File: src/rtl/core/rrts_pkg.sv
// Package for the round-robin task scheduler core.
// Holds sizes, request and status codes and the sequencer state type.
// No dependencies.
package rrts_pkg;

   localparam int MAX_TASKS    = 64;
   localparam int TASK_W       = $clog2(MAX_TASKS);
   localparam int KSTACK_BYTES = 4096;
   localparam int USTACK_BYTES = 4096;
   localparam logic [31:0] BASE_RESET = 32'h0020_0000;

   typedef enum logic [2:0] {
      REQ_CREATE   = 3'd0,
      REQ_DESTROY  = 3'd1,
      REQ_BLOCK    = 3'd2,
      REQ_UNBLOCK  = 3'd3,
      REQ_SET_CUR  = 3'd4,
      REQ_SCHEDULE = 3'd5
   } req_kind_type;

   typedef enum logic [1:0] {
      STAT_OK       = 2'd0,
      STAT_FULL     = 2'd1,
      STAT_NOT_LIVE = 2'd2,
      STAT_NO_RUN   = 2'd3
   } status_type;

   typedef enum logic [3:0] {
      ST_IDLE,
      ST_SCAN,
      ST_RM_START,
      ST_RM_LINK,
      ST_WALK,
      ST_SCHED,
      ST_DISPATCH_RD,
      ST_DISPATCH,
      ST_RESP
   } seq_state_type;

endpackage

File: src/rtl/core/round_robin_task_scheduler_core.sv
// Round-robin task scheduler core: task table, FIFO ready queue, sequencer.
// Depends on rrts_pkg.
//
// Usage:
//   Request channel (req_valid/req_ready, req_type, req_task_id) takes one item
//   at a time; each item gives exactly one item on the response channel
//   (rsp_valid/rsp_ready, status, result id, running task, stack top).
//   csr_we/csr_wdata load the stack region base and restart region allocation;
//   write it only while no request is in flight.
// Sequencing, from acceptance to the response state:
//   destroy, block, set current: ST_RM_START, then ST_RM_LINK if the task is queued,
//     then ST_WALK over the queue entries (1 to MAX_TASKS-2) unless it is the head.
//   create: ST_SCAN, one task slot per step, for the lowest free id (1 to 63);
//     straight to the response when the stack space is exhausted.
//   schedule tick: ST_SCHED, ST_DISPATCH_RD, then ST_DISPATCH unless the queue is empty.
//   unblock, rejected and unknown requests: straight to the response.
//   The link memory walk and the slot scan take one step a cycle;
//   the next item is taken once the response is registered.
// Reset clears the live and queued bits, the queue, the current task and
//   restores the base to 0x200000. The link and stack memories are not cleared.
// A stalled receiver holds the response register; the core may accept and work
//   on the next item, then waits with its result until the register frees up.
module round_robin_task_scheduler_core (
   input  logic                         clock,
   input  logic                         reset,
   input  logic                         req_valid,
   output logic                         req_ready,
   input  logic [2:0]                   req_type,
   input  logic [rrts_pkg::TASK_W-1:0]  req_task_id,
   output logic                         rsp_valid,
   input  logic                         rsp_ready,
   output logic [1:0]                   rsp_status,
   output logic [rrts_pkg::TASK_W-1:0]  rsp_result_id,
   output logic [rrts_pkg::TASK_W-1:0]  rsp_running_id,
   output logic                         rsp_running_valid,
   output logic [31:0]                  rsp_stack_top,
   input  logic                         csr_we,
   input  logic [31:0]                  csr_wdata
);

   localparam int TW = rrts_pkg::TASK_W;
   localparam int NT = rrts_pkg::MAX_TASKS;
   localparam logic [33:0] REGION_BYTES =
      34'(rrts_pkg::KSTACK_BYTES + rrts_pkg::USTACK_BYTES);
   localparam logic [32:0] KSTACK_OFS = 33'(rrts_pkg::KSTACK_BYTES);
   localparam logic [33:0] ADDR_LIMIT = 34'h1_0000_0000;

   rrts_pkg::seq_state_type state_ff, state_in;

   logic [TW-1:0] id_ff, id_in, prev_ff, prev_in, link_id_ff, link_id_in;
   logic [TW-1:0] scan_ff, scan_in;
   logic [1:0]    status_ff, status_in;
   logic [TW-1:0] result_id_ff, result_id_in;
   logic [31:0]   stop_ff, stop_in;
   logic [NT-1:0] live_ff, live_in, queued_ff, queued_in;
   logic [TW-1:0] head_ff, head_in, tail_ff, tail_in, cur_ff, cur_in;
   logic          nonempty_ff, nonempty_in, cur_valid_ff, cur_valid_in;
   logic          running_ff, running_in;
   logic [32:0]   next_region_ff, next_region_in;

   logic          rsp_valid_ff, rsp_valid_in;
   logic [1:0]    rsp_status_ff;
   logic [TW-1:0] rsp_result_id_ff, rsp_running_id_ff;
   logic          rsp_running_valid_ff;
   logic [31:0]   rsp_stack_top_ff;
   logic          rsp_load;

   // link and stack memories
   logic [TW-1:0] link_mem [NT];
   logic [31:0]   kstack_mem [NT];
   logic [TW-1:0] rd_addr, link_q;
   logic [31:0]   kstack_q;
   logic          link_we, kstack_we;
   logic [TW-1:0] link_waddr, link_wdata;
   logic [31:0]   kstack_wdata;

   logic          append_en;
   logic [TW-1:0] append_id;
   logic          accept, id_ok, rsp_free, is_cur;
   logic [33:0]   region_end;
   logic [2:0]    req_kind;

   assign accept     = req_valid && req_ready;
   assign req_ready  = (state_ff == rrts_pkg::ST_IDLE);
   assign id_ok      = (req_task_id != '0) && live_ff[req_task_id];
   assign is_cur     = cur_valid_ff && (cur_ff == req_task_id);
   assign rsp_free   = !rsp_valid_ff || rsp_ready;
   assign region_end = {1'b0, next_region_ff} + REGION_BYTES;
   assign req_kind   = req_type;

   // next state
   always_comb begin
      state_in = state_ff;
      case (state_ff)
         rrts_pkg::ST_IDLE: begin
            if (req_valid) begin
               case (req_kind)
                  rrts_pkg::REQ_CREATE:
                     state_in = (region_end > ADDR_LIMIT) ? rrts_pkg::ST_RESP
                                                          : rrts_pkg::ST_SCAN;
                  rrts_pkg::REQ_DESTROY, rrts_pkg::REQ_BLOCK, rrts_pkg::REQ_SET_CUR:
                     state_in = id_ok ? rrts_pkg::ST_RM_START : rrts_pkg::ST_RESP;
                  rrts_pkg::REQ_SCHEDULE: state_in = rrts_pkg::ST_SCHED;
                  default: state_in = rrts_pkg::ST_RESP;
               endcase
            end
         end
         rrts_pkg::ST_SCAN: begin
            if (!live_ff[scan_ff] || scan_ff == TW'(NT - 1))
               state_in = rrts_pkg::ST_RESP;
         end
         rrts_pkg::ST_RM_START: begin
            state_in = (queued_ff[id_ff] && nonempty_ff) ? rrts_pkg::ST_RM_LINK
                                                          : rrts_pkg::ST_RESP;
         end
         rrts_pkg::ST_RM_LINK: begin
            state_in = (head_ff == id_ff) ? rrts_pkg::ST_RESP : rrts_pkg::ST_WALK;
         end
         rrts_pkg::ST_WALK: begin
            if (prev_ff == tail_ff || link_q == id_ff)
               state_in = rrts_pkg::ST_RESP;
         end
         rrts_pkg::ST_SCHED: state_in = rrts_pkg::ST_DISPATCH_RD;
         rrts_pkg::ST_DISPATCH_RD: begin
            state_in = nonempty_ff ? rrts_pkg::ST_DISPATCH : rrts_pkg::ST_RESP;
         end
         rrts_pkg::ST_DISPATCH: state_in = rrts_pkg::ST_RESP;
         rrts_pkg::ST_RESP: begin
            if (rsp_free)
               state_in = rrts_pkg::ST_IDLE;
         end
         default: state_in = rrts_pkg::ST_IDLE;
      endcase
   end

   // datapath and table updates
   always_comb begin
      id_in          = id_ff;
      prev_in        = prev_ff;
      link_id_in     = link_id_ff;
      scan_in        = scan_ff;
      status_in      = status_ff;
      result_id_in   = result_id_ff;
      stop_in        = stop_ff;
      live_in        = live_ff;
      queued_in      = queued_ff;
      head_in        = head_ff;
      tail_in        = tail_ff;
      nonempty_in    = nonempty_ff;
      cur_in         = cur_ff;
      cur_valid_in   = cur_valid_ff;
      running_in     = running_ff;
      next_region_in = next_region_ff;
      rd_addr        = id_ff;
      link_we        = 1'b0;
      link_waddr     = tail_ff;
      link_wdata     = '0;
      kstack_we      = 1'b0;
      kstack_wdata   = '0;
      append_en      = 1'b0;
      append_id      = id_ff;
      rsp_load       = 1'b0;

      case (state_ff)
         rrts_pkg::ST_IDLE: begin
            if (accept) begin
               id_in        = req_task_id;
               status_in    = rrts_pkg::STAT_OK;
               result_id_in = '0;
               stop_in      = '0;
               scan_in      = TW'(1);
               case (req_kind)
                  rrts_pkg::REQ_CREATE: begin
                     if (region_end > ADDR_LIMIT)
                        status_in = rrts_pkg::STAT_FULL;
                  end
                  rrts_pkg::REQ_DESTROY: begin
                     if (!id_ok) begin
                        status_in = rrts_pkg::STAT_NOT_LIVE;
                     end else begin
                        live_in[req_task_id] = 1'b0;
                        if (is_cur) begin
                           cur_valid_in = 1'b0;
                           running_in   = 1'b0;
                        end
                     end
                  end
                  rrts_pkg::REQ_BLOCK: begin
                     if (!id_ok)
                        status_in = rrts_pkg::STAT_NOT_LIVE;
                     else if (is_cur)
                        running_in = 1'b0;
                  end
                  rrts_pkg::REQ_UNBLOCK: begin
                     if (!id_ok) begin
                        status_in = rrts_pkg::STAT_NOT_LIVE;
                     end else if (!queued_ff[req_task_id]) begin
                        append_en = 1'b1;
                        append_id = req_task_id;
                        if (is_cur)
                           running_in = 1'b0;
                     end
                  end
                  rrts_pkg::REQ_SET_CUR: begin
                     if (!id_ok) begin
                        status_in = rrts_pkg::STAT_NOT_LIVE;
                     end else begin
                        cur_in       = req_task_id;
                        cur_valid_in = 1'b1;
                        running_in   = 1'b1;
                     end
                  end
                  default: ;
               endcase
            end
         end
         // one slot per cycle, lowest free id first
         rrts_pkg::ST_SCAN: begin
            rd_addr = scan_ff;
            if (!live_ff[scan_ff]) begin
               live_in[scan_ff] = 1'b1;
               kstack_we        = 1'b1;
               kstack_wdata     = 32'(next_region_ff + KSTACK_OFS);
               next_region_in   = region_end[32:0];
               append_en        = 1'b1;
               append_id        = scan_ff;
               result_id_in     = scan_ff;
               stop_in          = 32'(next_region_ff + KSTACK_OFS);
            end else if (scan_ff == TW'(NT - 1)) begin
               status_in = rrts_pkg::STAT_FULL;
            end else begin
               scan_in = scan_ff + TW'(1);
            end
         end
         // fetch the link of the task to unlink
         rrts_pkg::ST_RM_START: begin
            rd_addr = id_ff;
         end
         rrts_pkg::ST_RM_LINK: begin
            link_id_in = link_q;
            if (head_ff == id_ff) begin
               if (tail_ff == id_ff)
                  nonempty_in = 1'b0;
               else
                  head_in = link_q;
               queued_in[id_ff] = 1'b0;
            end else begin
               rd_addr = head_ff;
               prev_in = head_ff;
            end
         end
         // follow links until the predecessor is found
         rrts_pkg::ST_WALK: begin
            if (prev_ff == tail_ff) begin
               queued_in[id_ff] = 1'b0;
            end else if (link_q == id_ff) begin
               link_we    = 1'b1;
               link_waddr = prev_ff;
               link_wdata = link_id_ff;
               if (tail_ff == id_ff)
                  tail_in = prev_ff;
               queued_in[id_ff] = 1'b0;
            end else begin
               prev_in = link_q;
               rd_addr = link_q;
            end
         end
         // requeue a running current task at the tail
         rrts_pkg::ST_SCHED: begin
            if (running_ff) begin
               append_en  = 1'b1;
               append_id  = cur_ff;
               running_in = 1'b0;
            end
         end
         rrts_pkg::ST_DISPATCH_RD: begin
            rd_addr = head_ff;
            if (!nonempty_ff)
               status_in = rrts_pkg::STAT_NO_RUN;
         end
         // pop the head and make it run
         rrts_pkg::ST_DISPATCH: begin
            if (tail_ff == head_ff)
               nonempty_in = 1'b0;
            else
               head_in = link_q;
            queued_in[head_ff] = 1'b0;
            cur_in       = head_ff;
            cur_valid_in = 1'b1;
            running_in   = 1'b1;
            result_id_in = head_ff;
            stop_in      = kstack_q;
         end
         rrts_pkg::ST_RESP: begin
            rsp_load = rsp_free;
         end
         default: ;
      endcase

      // append to the ready queue tail
      if (append_en) begin
         if (nonempty_ff) begin
            link_we    = 1'b1;
            link_waddr = tail_ff;
            link_wdata = append_id;
         end else begin
            head_in = append_id;
         end
         tail_in              = append_id;
         nonempty_in          = 1'b1;
         queued_in[append_id] = 1'b1;
      end

      // base write restarts allocation
      if (csr_we)
         next_region_in = {1'b0, csr_wdata};
   end

   assign rsp_valid_in = rsp_load ? 1'b1 : (rsp_ready ? 1'b0 : rsp_valid_ff);

   // control registers
   always_ff @(posedge clock) begin
      if (reset) begin
         state_ff       <= rrts_pkg::ST_IDLE;
         live_ff        <= '0;
         queued_ff      <= '0;
         head_ff        <= '0;
         tail_ff        <= '0;
         nonempty_ff    <= 1'b0;
         cur_ff         <= '0;
         cur_valid_ff   <= 1'b0;
         running_ff     <= 1'b0;
         next_region_ff <= {1'b0, rrts_pkg::BASE_RESET};
         rsp_valid_ff   <= 1'b0;
      end else begin
         state_ff       <= state_in;
         live_ff        <= live_in;
         queued_ff      <= queued_in;
         head_ff        <= head_in;
         tail_ff        <= tail_in;
         nonempty_ff    <= nonempty_in;
         cur_ff         <= cur_in;
         cur_valid_ff   <= cur_valid_in;
         running_ff     <= running_in;
         next_region_ff <= next_region_in;
         rsp_valid_ff   <= rsp_valid_in;
      end
   end

   // work and response payload
   always_ff @(posedge clock) begin
      id_ff        <= id_in;
      prev_ff      <= prev_in;
      link_id_ff   <= link_id_in;
      scan_ff      <= scan_in;
      status_ff    <= status_in;
      result_id_ff <= result_id_in;
      stop_ff      <= stop_in;
      if (rsp_load) begin
         rsp_status_ff        <= status_ff;
         rsp_result_id_ff     <= result_id_ff;
         rsp_running_id_ff    <= running_ff ? cur_ff : '0;
         rsp_running_valid_ff <= running_ff;
         rsp_stack_top_ff     <= stop_ff;
      end
   end

   // memories: one write and one registered read each
   always_ff @(posedge clock) begin
      if (link_we)
         link_mem[link_waddr] <= link_wdata;
      link_q <= link_mem[rd_addr];
   end

   always_ff @(posedge clock) begin
      if (kstack_we)
         kstack_mem[scan_ff] <= kstack_wdata;
      kstack_q <= kstack_mem[rd_addr];
   end

   assign rsp_valid         = rsp_valid_ff;
   assign rsp_status        = rsp_status_ff;
   assign rsp_result_id     = rsp_result_id_ff;
   assign rsp_running_id    = rsp_running_id_ff;
   assign rsp_running_valid = rsp_running_valid_ff;
   assign rsp_stack_top     = rsp_stack_top_ff;

endmodule

File: config.mk
export PLATFORM = sky130hd
export DESIGN_NAME = round_robin_task_scheduler_core
export DESIGN_NICKNAME = d
export VERILOG_FILES = /design/src/rtl/core/rrts_pkg.sv /design/src/rtl/core/round_robin_task_scheduler_core.sv
export SDC_FILE = /design/constraint.sdc
export NUM_CORES = 2
export LEC_CHECK = 0
export ABC_CLOCK_PERIOD_IN_PS = 6500
export BUFFER_PORTS_ARGS = -buffer_cell sky130_fd_sc_hd__buf_2
export CAP_MARGIN = 20
export CORE_MARGIN = 2
export CORE_UTILIZATION = 30
export CTS_BUF_LIST = sky130_fd_sc_hd__clkbuf_4
export DETAILED_ROUTE_END_ITERATION = 6
export SKIP_CTS_REPAIR_TIMING = 1
export SLEW_MARGIN = 10
export SYNTH_ARGS = -nofsm -noshare
export SYNTH_HDL_FRONTEND = slang
export SYNTH_SLANG_ARGS = --single-unit
File: constraint.sdc
create_clock -name clock -period 6.5 [get_ports clock]
set_input_delay 0.65 -clock clock [delete_from_list [all_inputs] [get_ports clock]]
set_output_delay 0.65 -clock clock [all_outputs]
set_load 0.1 [all_outputs]
==> results.sh <==
export IMPL_path_cells="xor2_1, nor4_1, and2_1, o21ai_0, a221oi_1, nand2_4, nor2_4, buf_12, buf_12, a32oi_1, and3_1, a31oi_1, o2111ai_1"
export IMPL_vdd_ir_drop_max_uv=149.1
export IMPL_antenna_found_initial=21
export IMPL_start_kind="register"
export IMPL_grt_pass1_vias=77620
export IMPL_outcome="complete, no violations"
export IMPL_die_height_um=618.3
export IMPL_yosys_warnings=0
export IMPL_grt_overflow=0
export IMPL_areaGrowthSynthToFinish_pct=15.89
export IMPL_gp_congestion=0.8973
export IMPL_yosysUniqueCellTypes=84
export IMPL_portBuffers=94
export IMPL_rsz0062_at_grt="no"
export IMPL_syn_num_nets=8685
export IMPL_antenna_left=0
export IMPL_io_pins=95
export IMPL_p_leak_uw=0.04562
export IMPL_vias=79640
export IMPL_ys_seq_elements=2768
export IMPL_cts_root_buf="clkbuf_4"
export IMPL_clock_sinks=2768
export IMPL_fin_crit_sh_pct=88.55
export IMPL_worstMarginPinSlew_ns=1.180
export IMPL_synth_most_common_cell="edfxtp_1"
export IMPL_worstPathArrival_ns=6.75
export IMPL_postSynth_asyncResetShare_pct=0
export IMPL_period_needed_ns=5.756
export IMPL_core_area_um2=375500
export IMPL_grt_max_degree=139
export IMPL_max_stage_delay_ns=0.79
export IMPL_numCtsBuffers=704
export IMPL_drt_first_pass_iters=6
export IMPL_post_dp_cell_area_um2=121400
export IMPL_grt_pass1_wl_um=537400
export IMPL_h_tree_depth=6
export IMPL_wl_per_cell_um=25.43
export IMPL_die_x_um=618.3
export IMPL_synthTopCellsByArea="edfxtp_1 67%, nand2_1 6.5%, dfxtp_1 4.0%"
export IMPL_crit_buf_inv=2
export IMPL_fmax_mhz=173.7
export IMPL_p_per_area_nw_per_um2=319.0
export IMPL_drive_gt1_share_pct=18.19
export IMPL_nNetsFinal=9288
export IMPL_regArea_um2=80870
export IMPL_clock_skew_ns=0.1451
export IMPL_multi_input_area_um2=29920
export IMPL_path_clk_slew_ns=0.06
export IMPL_insertion_delay_ns=1.37
export IMPL_relSlewSlack_pct=20.74
export IMPL_ys_flop_type="edfxtp_1"
export IMPL_grt_usage_pct=18.91
export IMPL_clockBufferDepth=4
export IMPL_yosysTopAreaCellShare_pct=67.46
export IMPL_crit_path_frequent_cell="buf_12"
export IMPL_slew_viol_final=0
export IMPL_syn_area_um2=113200
export IMPL_start_util_pct=30.14
export IMPL_drc=0
export IMPL_syn_inst=8635
export IMPL_finalSetupTns_ns=0
export IMPL_dpl_hpwl_um=224300
export IMPL_tritoncts="yes"
export IMPL_crit_type="reg2reg"
export IMPL_hold_viol=0
export IMPL_endpoint_kind="register"
export IMPL_synth_commonest_cells="2543 x edfxtp_1, 1956 x nand2_1, 493 x nand3_1"
export IMPL_path_max_fanout=67
export IMPL_vias_per_cell=5.394
export IMPL_die_area_um2=382200
export IMPL_required_ns=7.50
export IMPL_max_cap_violations=0
export IMPL_hold_path_class="in2reg"
export IMPL_cp_top_family="compound AO/OA/AOI/OAI gates"
export IMPL_avgSynthCellArea_um2=13.11
export IMPL_stdcell_area_um2=131200
export IMPL_synth_edf_count=2543
export IMPL_critPathSlowestCell="dfxtp_1"
export IMPL_synth_seq_area_share_pct=71.44
export IMPL_row_count=225
export IMPL_wirelength_um=375400
export IMPL_num_fill_cells=36570
export IMPL_setup_violations=0
export IMPL_drt_initial_drc_count=9744
export IMPL_synth_area_leader_cell="edfxtp_1"
==> final timing paths <==
path,start,endpoint,slack [ns],depth (start not counted)
worst min-delay path,csr_we,next_region_ff[32]$_SDFFE_PP0P_,0.1,2
worst max-delay path,head_ff[3]$_SDFF_PP0_,kstack_q[29]$_DFF_P_,0.74,13
worst min register to register,stop_ff[22]$_DFFE_PP_,rsp_stack_top[22]$_DFFE_PP_,0.35,0
worst max register to register,head_ff[3]$_SDFF_PP0_,kstack_q[29]$_DFF_P_,0.74,13
==> kinds of logic after synthesis <==
| family | after synthesis | share of synthesized area [%] |
|---|---|---|
| and+or+nand+nor | 3207 | 12.45 |
| DFF | 2768 | 71.44 |
| AOI/OAI and AO/OA | 1485 | 9.362 |
| buffers and inverters | 725 | 2.632 |
| muxes | 363 | 3.426 |
| xor gates and xnor gates | 82 | 0.6345 |
| adders and majority gates | 5 | 0.05306 |
==> area by class of cell <==
cell class | count | share of cell area (%)
Sequential cell | 2768 | 61.64
Multi-Input combinational cell | 5142 | 22.81
Clock buffer | 1037 | 5.934
Tap cell | 4994 | 4.763
Timing Repair Buffer | 550 | 3.744
Clock inverter | 191 | 0.8860
Inverter | 72 | 0.2060
Antenna cell | 9 | 0.01717
==> registers in the layout, indices dropped and copies added (netlist names), 4 cells and up <==
signal,cells
rsp_running_id,6
kstack_q,32
rsp_stack_top,32
state_ff,4
scan_ff,6
prev_ff,6
live_ff,64
next_region_ff,33
link_id_ff,6
head_ff,6
rsp_result_id,6
link_mem,384
id_ff,6
kstack_mem,2048
queued_ff,64
stop_ff,32
tail_ff,6
link_q,6
result_id_ff,6
cur_ff,6
==> cells in the final DEF (no fill, tap or decap), types with 126 or more instances in the layout <==
| cell | n |
|---|---|
| edfxtp_1 | 2543 |
| nand2_1 | 1951 |
| clkbuf_4 | 1037 |
| nand3_1 | 492 |
| mux2i_1 | 324 |
| buf_4 | 314 |
| a21oi_1 | 295 |
| a32oi_1 | 267 |
| dfxtp_1 | 225 |
| nor2_1 | 188 |
| and3_1 | 155 |
| o21ai_0 | 151 |
| clkinv_1 | 140 |
| a311oi_1 | 136 |
| a31oi_1 | 126 |
==> through the flow <==
step	hold slack (ns)	worst slack, ns	util, %	cells	total power [uW]
6_report	0.09531	0.7441	34.93	14760	41840
5_1_grt	0.03747	0.5570	34.93	14760	43370
4_1_cts	-0.6266	0.7920	34.70	14670	41920
3_5_place_dp	0.4045	0.7612	32.32	13450	27130
3_3_place_gp	0.4066	0.8689	32.29	13440	27060
2_1_floorplan	0.4003	0.1232	-	8635	24180
==> power breakdown <==
group	total [uW]	switching, uW	internal (uW)
logic	6920	4900	2020
clock network	14900	7190	7710
registers	20000	471	19600
total	41800	12600	29300
==> per-layer routing <==
metal  share of wire, %  wire length [um]  track usage (%)  up-vias
li1                   -                 -                -    34410
met1                 40            149400            25.23    39820
met2                 46            171900            29.96     4610
met5              0.016                59                0        -
met4                3.9             14820            7.654       10
met3                 10             39280            3.979      795
(Power assumes the default switching activity.)
